**src/hdl/ordered_list_append_delete_assert.svh**
```systemverilog
// Assertion macros for the ordered list block.
// Used by ordered_list_append_delete.sv; expects clk and arst_n in scope.
`ifndef ORDERED_LIST_APPEND_DELETE_ASSERT_SVH
`define ORDERED_LIST_APPEND_DELETE_ASSERT_SVH

// Expression holds at every clock edge outside reset.
`define OLAD_ASSERT_ALWAYS(lbl, expr, msg) \
	lbl: assert property (@(posedge clk) disable iff (!arst_n) (expr)) else $error(msg);

// Antecedent at one edge implies consequent at the next edge.
`define OLAD_ASSERT_NEXT(lbl, ante, cons, msg) \
	lbl: assert property (@(posedge clk) disable iff (!arst_n) (ante) |=> (cons)) \
		else $error(msg);

`endif

```
**src/hdl/olad_pkg.sv**
```systemverilog
// Shared types and constants for the ordered list block.
// No dependencies; used by the channel interfaces and the top level.
`default_nettype none

package olad_pkg;

	localparam int CAPACITY   = 16;
	localparam int DATA_WIDTH = 32;
	localparam int IDX_W      = $clog2(CAPACITY);
	localparam int CNT_W      = $clog2(CAPACITY + 1);

	// Field widths of the channels
	localparam int OP_W     = 2;
	localparam int VALUE_W  = 32;
	localparam int POS_W    = 8;
	localparam int STATUS_W = 2;
	localparam int COUNT_W  = 5;

	typedef enum logic [OP_W-1:0] {
		OP_APPEND   = 2'd0,
		OP_DEL_HEAD = 2'd1,
		OP_DEL_TAIL = 2'd2,
		OP_DEL_AT   = 2'd3
	} olad_op_t;

	typedef enum logic [STATUS_W-1:0] {
		STAT_DONE  = 2'd0,
		STAT_EMPTY = 2'd1,
		STAT_FULL  = 2'd2,
		STAT_RANGE = 2'd3
	} olad_status_t;

	typedef enum logic [1:0] {
		S_IDLE,
		S_CAPTURE,
		S_SHIFT
	} olad_state_t;

endpackage

`default_nettype wire

```
**src/hdl/olad_req_if.sv**
```systemverilog
// Request channel: valid/ready handshake with operation, value and position.
// Depends on olad_pkg for field widths.
`default_nettype none

interface olad_req_if;
	logic                              valid;
	logic                              ready;
	logic [olad_pkg::OP_W-1:0]         op;
	logic signed [olad_pkg::VALUE_W-1:0] value;
	logic [olad_pkg::POS_W-1:0]        position;

	modport source(output valid, output op, output value, output position, input ready);
	modport sink(input valid, input op, input value, input position, output ready);
endinterface

`default_nettype wire

```
**src/hdl/olad_rsp_if.sv**
```systemverilog
// Response channel: valid/ready handshake with status, removed value and count.
// Depends on olad_pkg for field widths.
`default_nettype none

interface olad_rsp_if;
	logic                                valid;
	logic                                ready;
	logic [olad_pkg::STATUS_W-1:0]       status;
	logic signed [olad_pkg::VALUE_W-1:0] removed_value;
	logic [olad_pkg::COUNT_W-1:0]        entry_count;

	modport source(output valid, output status, output removed_value, output entry_count,
		input ready);
	modport sink(input valid, input status, input removed_value, input entry_count,
		output ready);
endinterface

`default_nettype wire

```
**src/hdl/ordered_list_append_delete.sv**
```systemverilog
// Bounded ordered list with append and delete, held in one synchronous RAM.
// Depends on olad_pkg, olad_req_if, olad_rsp_if and the assertion header.
//
//  channel | modport | payload                                  | dir
//  req     | sink    | op, value, position                      | in
//  rsp     | source  | status, removed_value, entry_count       | out
//
// Append and every ignored operation: result registered at the accept edge.
// Delete: S_CAPTURE takes the removed entry, then S_SHIFT moves down any entries behind it;
// the single RAM write port moves one entry per cycle while closing the gap.
// Reset clears the count and control only; the RAM holds no reset value and
// needs no clearing pass.
// req.ready is high in idle while the result register is empty or being drained;
// a stalled rsp holds its result and blocks the next request only.
`default_nettype none

module ordered_list_append_delete (
	input  wire logic   clk,
	input  wire logic   arst_n,
	olad_req_if.sink    req,
	olad_rsp_if.source  rsp
);

	localparam int IW = olad_pkg::IDX_W;
	localparam int CW = olad_pkg::CNT_W;
	localparam int DW = olad_pkg::DATA_WIDTH;

	// Entry storage
	logic signed [DW-1:0] mem [olad_pkg::CAPACITY];
	logic signed [DW-1:0] rd_data_q;
	logic [IW-1:0]        rd_addr;
	logic [IW-1:0]        wr_addr;
	logic signed [DW-1:0] wr_data;
	logic                 mem_we;

	// Control
	olad_pkg::olad_state_t state_q, state_nxt;
	logic [CW-1:0]         count_q;
	logic [IW-1:0]         wr_idx_q;
	logic [IW-1:0]         last_q;
	logic signed [DW-1:0]  removed_q;

	// Result register
	logic                          out_valid_q;
	olad_pkg::olad_status_t        out_status_q;
	logic signed [olad_pkg::VALUE_W-1:0] out_removed_q;
	logic [olad_pkg::COUNT_W-1:0]  out_count_q;

	// Decode of the request at the accept edge
	logic                   acc;
	logic                   is_append;
	logic                   list_full;
	logic                   list_empty;
	logic                   pos_bad;
	olad_pkg::olad_status_t status_now;
	logic [IW-1:0]          del_idx;
	logic                   start_del;
	logic                   imm_done;

	// Work completion
	logic                   work_done;
	logic signed [DW-1:0]   work_removed;
	logic                   out_load;

	assign req.ready = (state_q == olad_pkg::S_IDLE) && (!out_valid_q || rsp.ready);
	assign acc       = req.valid && req.ready;

	// Request decode
	always_comb begin
		is_append  = (req.op == olad_pkg::OP_APPEND);
		list_full  = (count_q == CW'(olad_pkg::CAPACITY));
		list_empty = (count_q == '0);
		pos_bad    = (req.position == '0) ||
			(req.position > olad_pkg::POS_W'(count_q));
		priority if (is_append) begin
			status_now = list_full ? olad_pkg::STAT_FULL : olad_pkg::STAT_DONE;
		end else if (list_empty) begin
			status_now = olad_pkg::STAT_EMPTY;
		end else if (req.op == olad_pkg::OP_DEL_AT && pos_bad) begin
			status_now = olad_pkg::STAT_RANGE;
		end else begin
			status_now = olad_pkg::STAT_DONE;
		end
		unique case (req.op)
			olad_pkg::OP_DEL_HEAD: del_idx = '0;
			olad_pkg::OP_DEL_TAIL: del_idx = IW'(count_q - CW'(1));
			olad_pkg::OP_DEL_AT:   del_idx = IW'(req.position - olad_pkg::POS_W'(1));
			default:               del_idx = '0;
		endcase
		start_del = acc && !is_append && (status_now == olad_pkg::STAT_DONE);
		imm_done  = acc && !start_del;
	end

	// Next state
	always_comb begin
		state_nxt = state_q;
		unique case (state_q)
			olad_pkg::S_IDLE: begin
				if (start_del) state_nxt = olad_pkg::S_CAPTURE;
			end
			olad_pkg::S_CAPTURE: begin
				state_nxt = (wr_idx_q == last_q) ? olad_pkg::S_IDLE : olad_pkg::S_SHIFT;
			end
			olad_pkg::S_SHIFT: begin
				if (IW'(wr_idx_q + IW'(1)) == last_q) state_nxt = olad_pkg::S_IDLE;
			end
			default: state_nxt = olad_pkg::S_IDLE;
		endcase
	end

	// RAM port control and completion
	always_comb begin
		rd_addr      = del_idx;
		wr_addr      = IW'(count_q);
		wr_data      = DW'(req.value);
		mem_we       = 1'b0;
		work_done    = 1'b0;
		work_removed = removed_q;
		unique case (state_q)
			olad_pkg::S_IDLE: begin
				mem_we = acc && is_append && !list_full;
			end
			olad_pkg::S_CAPTURE: begin
				// read data is the removed entry; fetch the one behind it
				rd_addr      = IW'(wr_idx_q + IW'(1));
				work_removed = rd_data_q;
				work_done    = (wr_idx_q == last_q);
			end
			olad_pkg::S_SHIFT: begin
				// move entry wr_idx+1 down to wr_idx, prefetch wr_idx+2
				rd_addr   = IW'(wr_idx_q + IW'(2));
				wr_addr   = wr_idx_q;
				wr_data   = rd_data_q;
				mem_we    = 1'b1;
				work_done = (IW'(wr_idx_q + IW'(1)) == last_q);
			end
			default: ;
		endcase
		out_load = imm_done || work_done;
	end

	// Entry RAM, one write and one registered read per cycle
	always_ff @(posedge clk) begin
		if (mem_we) mem[wr_addr] <= wr_data;
		rd_data_q <= mem[rd_addr];
	end

	// Control registers
	always_ff @(posedge clk or negedge arst_n) begin
		if (!arst_n) begin
			state_q     <= olad_pkg::S_IDLE;
			count_q     <= '0;
			out_valid_q <= 1'b0;
		end else begin
			state_q <= state_nxt;
			if (acc && is_append && !list_full) begin
				count_q <= count_q + CW'(1);
			end else if (work_done) begin
				count_q <= count_q - CW'(1);
			end
			if (out_load) begin
				out_valid_q <= 1'b1;
			end else if (rsp.ready) begin
				out_valid_q <= 1'b0;
			end
		end
	end

	// Work registers and result payload
	always_ff @(posedge clk) begin
		if (start_del) begin
			wr_idx_q <= del_idx;
			last_q   <= IW'(count_q - CW'(1));
		end else if (state_q == olad_pkg::S_SHIFT) begin
			wr_idx_q <= IW'(wr_idx_q + IW'(1));
		end
		if (state_q == olad_pkg::S_CAPTURE) removed_q <= rd_data_q;
		if (imm_done) begin
			out_status_q  <= status_now;
			out_removed_q <= '0;
			out_count_q   <= (is_append && !list_full) ?
				olad_pkg::COUNT_W'(count_q + CW'(1)) : olad_pkg::COUNT_W'(count_q);
		end else if (work_done) begin
			out_status_q  <= olad_pkg::STAT_DONE;
			out_removed_q <= olad_pkg::VALUE_W'(work_removed);
			out_count_q   <= olad_pkg::COUNT_W'(count_q - CW'(1));
		end
	end

	assign rsp.valid         = out_valid_q;
	assign rsp.status        = out_status_q;
	assign rsp.removed_value = out_removed_q;
	assign rsp.entry_count   = out_count_q;

	// Checks
	`include "ordered_list_append_delete_assert.svh"

	`OLAD_ASSERT_ALWAYS(a_count_bound, count_q <= CW'(olad_pkg::CAPACITY), "count above capacity")
	`OLAD_ASSERT_ALWAYS(a_busy_out_free, (state_q == olad_pkg::S_IDLE) || !out_valid_q, "result register busy during delete")
	`OLAD_ASSERT_ALWAYS(a_shift_order, (state_q != olad_pkg::S_SHIFT) || (wr_idx_q < last_q), "shift past last entry")
	`OLAD_ASSERT_NEXT(a_count_hold, !out_load, $stable(count_q), "count moved without a result")

endmodule

`default_nettype wire

```
**src/flat_wrapper.sv**
```systemverilog
// flat-port wrapper written by rule: the top's interface ports become plain ports
module ordered_list_append_delete_flat 
  (clk, arst_n, req_valid, req_op, req_value, req_position, req_ready, rsp_valid, rsp_status, rsp_removed_value, rsp_entry_count, rsp_ready);
  olad_req_if req_i ();
  olad_rsp_if rsp_i ();
  input  wire logic clk;
  input  wire logic arst_n;
  input wire logic [$bits(req_i.valid)-1:0] req_valid;
  input wire logic [$bits(req_i.op)-1:0] req_op;
  input wire logic [$bits(req_i.value)-1:0] req_value;
  input wire logic [$bits(req_i.position)-1:0] req_position;
  output wire logic [$bits(req_i.ready)-1:0] req_ready;
  output wire logic [$bits(rsp_i.valid)-1:0] rsp_valid;
  output wire logic [$bits(rsp_i.status)-1:0] rsp_status;
  output wire logic [$bits(rsp_i.removed_value)-1:0] rsp_removed_value;
  output wire logic [$bits(rsp_i.entry_count)-1:0] rsp_entry_count;
  input wire logic [$bits(rsp_i.ready)-1:0] rsp_ready;
  assign req_i.valid = req_valid;
  assign req_i.op = req_op;
  assign req_i.value = req_value;
  assign req_i.position = req_position;
  assign req_ready = req_i.ready;
  assign rsp_valid = rsp_i.valid;
  assign rsp_status = rsp_i.status;
  assign rsp_removed_value = rsp_i.removed_value;
  assign rsp_entry_count = rsp_i.entry_count;
  assign rsp_i.ready = rsp_ready;
  ordered_list_append_delete u_core (.clk(clk), .arst_n(arst_n), .req(req_i), .rsp(rsp_i));
endmodule
```
**config.mk**
```make
export PLATFORM = sky130hd
export DESIGN_NAME = ordered_list_append_delete_flat
export DESIGN_NICKNAME = d
export VERILOG_FILES = /design/src/hdl/olad_pkg.sv /design/src/hdl/olad_req_if.sv /design/src/hdl/olad_rsp_if.sv /design/src/hdl/ordered_list_append_delete.sv /design/src/flat_wrapper.sv
export VERILOG_INCLUDE_DIRS = /design/src /design/src/hdl
export SDC_FILE = /design/constraint.sdc
export NUM_CORES = 1
export LEC_CHECK = 0
export ABC_AREA = 1
export BUFFER_PORTS_ARGS = -buffer_cell sky130_fd_sc_hd__buf_2
export CAP_MARGIN = 40
export CORE_MARGIN = 2
export CORE_UTILIZATION = 55
export DETAILED_ROUTE_END_ITERATION = 10
export PLACE_DENSITY = 0.69
export SLEW_MARGIN = 25
export SYNTH_ARGS = -nofsm -noshare
export SYNTH_HDL_FRONTEND = slang
export SYNTH_SLANG_ARGS = --single-unit
```
**constraint.sdc**
```tcl
create_clock -name clk -period 10.2 [get_ports clk]
set_clock_uncertainty 0.1 [all_clocks]
set_input_delay 3.06 -clock clk [delete_from_list [all_inputs] [get_ports clk]]
set_output_delay 3.06 -clock clk [all_outputs]
set_load 0.01 [all_outputs]
```
==> flow_metrics.tcl <==
set metrics [dict create \
    status "finished clean" \
    startpoint "rsp_ready" \
    grt_pass1_wl_mm 103 \
    r2r_cells 12 \
    r2r-start "u_core.count_q[0]" \
    power_mw 10.9 \
    ioPinCount 87 \
    critPathSlowestCell "and2_1" \
    synthTopCellsByArea "edfxtp_1 (59%), nand2_1 (12%), nand3_1 (9.3%)" \
    timing.rr.end "u_core.mem[5][11]" \
    clkTransAtPathRegs_ps 60 \
    gr-usage-all-layers 0.270 \
    h-tree-depth 2 \
    synth-main-ff-cell "edfxtp_1" \
    overflow 0 \
    synth-seq-cells 631 \
    fin_crit_sh 0.656 \
    vias_per_cell 5.68 \
    start_util 0.555 \
    wirelength_mm 68.1 \
    dr.pass1.iters 6 \
    synth_cell_types 27 \
    drive_above_1_share 0.0897 \
    die_w_um 226 \
    dr_wl_met2_mm 32.2 \
    r2r_slack_ps 6070 \
    root_buffer "clkbuf_16" \
    slowest_delay_ps 140 \
    max_clock_freq_mhz 149 \
    synthCells 2641 \
    synth_edf_count 527 \
    clock_sinks 631 \
    drc_errors 0 \
    finalHoldViolCount 0 \
    synth_fa_ha_area_frac 0.00649 \
    highest_layer "met5" \
    clk_latency_ps 650 \
    cts_resized 0 \
    required_ps 7040 \
    power_density_mw_per_mm2 362 \
    synth_xor_area_frac 0.00422 \
    whs_ps 348 \
    synthArstFlopShare 0.0127 \
    synth_nets 2701 \
    grt_max_degree 193 \
    wire_per_inst_um 20.4 \
    post_cts_buffers 0 \
    tightest_slew_ps 929 \
    portBuffers 86 \
    hold_class "reg2reg" \
    relSlewSlack 0.380 \
    syn_area_per_cell_um2 10.2 \
    p_leak_nw 12.6 \
    synth_top_family_by_area "simple AND/OR/NAND/NOR gates" \
    antenna_found_initial 1 \
    wl_met1_mm 28.2 \
    yosys.area.top_type_share 0.586 \
    cts_tree "done" \
    tns_ps 0 \
    end_kind "output port" \
    hold_buffers 0 \
    initialDrtViolationCount 2357 \
    hpwl_mm 34.6 \
    fp.dieArea_mm2 0.0509 \
    yosys.area.top_type "edfxtp_1" \
    synth.cell_area_mm2 0.0270 \
    dieHeight_um 226 \
    path_common_cell "buf_2" \
    fin_crit_ps 6690 \
    setup_viol 0 \
    crit_type "in2out" \
    synth_compound_area_frac 0.00830 \
    postRouteAntennaNets 0 \
    wl_met3_mm 6.13 \
    globalplace.congestion 0.839 \
    crit_end "req_ready" \
    clk_path_buf_depth 3 \
    seq_area_frac_synth 0.665 \
    path_cells "buf_2 > inv_1 > nand2_1 > and2_1 > buf_2" \
    ys_warn_count 0 \
    cts_buffers 61 \
    cap_violations 0 \
    core_area_mm2 0.0486 \
    yosys.area_share.simple 0.261 \
    layout.nets 2728 \
    crit_arrival_ps 3530 \
    num_vias 19000 \
    synthToLayoutAreaGrowth_pct 11.4 \
    slew_viol_final 0 \
    diodes 0 \
    start_kind "input pin" \
    crit_fanout 2 \
    floorplan.rows 81 \
    rsz0062_at_grt "false" \
    grt_pass1_vias 17800 \
    muxShareOfSynthArea 0 \
    peakVddDrop_mv 0.349 \
]
## synthesized netlist by cell type, types with 2 or more instances
library cell  number
nand3_1          503
dfrtp_1            8
a21oi_1            9
and2_1             2
nor3_1             3
o21ai_2            2
o22ai_1            4
inv_2              4
xnor2_1            3
buf_4              5
clkbuf_1          72
nor2_1            36
edfxtp_1         527
o21ai_0           21
buf_1             20
dfxtp_1           96
xor2_1            10
nand2_1          892
inv_1            206
ha_1              14
nand3b_1         134
buf_2             65
## sequential cells by signal (all words and copies together), names as in the netlist, 4 cells and up
signal / count
u_core.count_q: 5
u_core.last_q: 4
u_core.mem: 512
u_core.rd_data_q: 32
u_core.removed_q: 32
u_core.rsp.entry_count: 5
u_core.rsp.removed_value: 32
u_core.wr_idx_q: 4
## area by class of cell
class / count / area (µm²)
clock inverters: 28 / 288
multi-input cells: 1638 / 7730
clock buffers: 88 / 1720
flip-flops and latches: 631 / 17900
well taps: 622 / 778
inverters: 210 / 795
fillers: 3869 / 18600
repair buffers: 126 / 828
## worst max-delay path, delay by kind of cell
kind	cells	cell delay, ps
AND/OR/NAND/NOR	2	190
buffers and inverters	3	270
## layer usage
layer	vias to the layer above	GRT usage
met5	-	0
met4	2	0.0833
met3	122	0.0511
met2	848	0.440
met1	9096	0.370
li1	8928	-
## cells in the final DEF, fill, tap and decap left out, drive strengths merged
| cell type | Yosys | layout |
|---|---|---|
| nand2 | 892 | 892 |
| edfxtp | 527 | 527 |
| nand3 | 503 | 503 |
| inv | 210 | 211 |
| nand3b | 134 | 134 |
| buf | 90 | 126 |
| dfxtp | 96 | 96 |
| clkbuf | 72 | 88 |
| nor2 | 36 | 36 |
| o21ai | 24 | 24 |
| clkinv | 0 | 20 |
| ha | 14 | 14 |
| xor2 | 10 | 10 |
| a21oi | 9 | 9 |
| dfrtp | 8 | 8 |
| bufinv | 0 | 5 |
| o22ai | 4 | 4 |
| xnor2 | 3 | 3 |
| nor3 | 3 | 3 |
| and2 | 2 | 2 |
| clkinvlp | 0 | 2 |
| a21boi | 1 | 1 |
| nand4 | 1 | 1 |
| a31oi | 1 | 1 |
| o211ai | 1 | 1 |
## report_power, final
group          internal, mW  switching (mW)
logic                  1.41            3.69
clock network          1.29           0.948
registers              3.39           0.169
total                  6.09            4.80
## how the worst min path moves through the flow
stage	startpoint	to	slack [ps]	depth (start not counted)
CTS	u_core.removed_q[22]	u_core.removed_q[22]	350	2
detailed placement	u_core.removed_q[22]	u_core.removed_q[22]	330	2
finish	u_core.removed_q[22]	u_core.removed_q[22]	350	2
global route	u_core.removed_q[18]	u_core.removed_q[18]	360	2
floorplan	u_core.removed_q[0]	u_core.removed_q[0]	320	2
global placement	u_core.removed_q[1]	u_core.removed_q[1]	330	2
## kinds of logic after synthesis
family	after synthesis
AOI/OAI and AO/OA	40
and+or+nand+nor	1571
xor gates and xnor gates	13
DFF	631
buffers and inverters	372
adders and majority gates	14
## stage by stage
stage | cells | setup WS, ps | utilization | area [µm²]
floorplan | 2641 | 3730 | - | 27000
global placement | 3223 | 3480 | 0.575 | 28000
detailed placement | 3227 | 3510 | 0.577 | 28100
CTS | 3343 | 3510 | 0.618 | 30100
global route | 3343 | 3470 | 0.618 | 30100
finish | 3343 | 3510 | 0.618 | 30100
No activity file was read; power rests on OpenSTA's default activity.
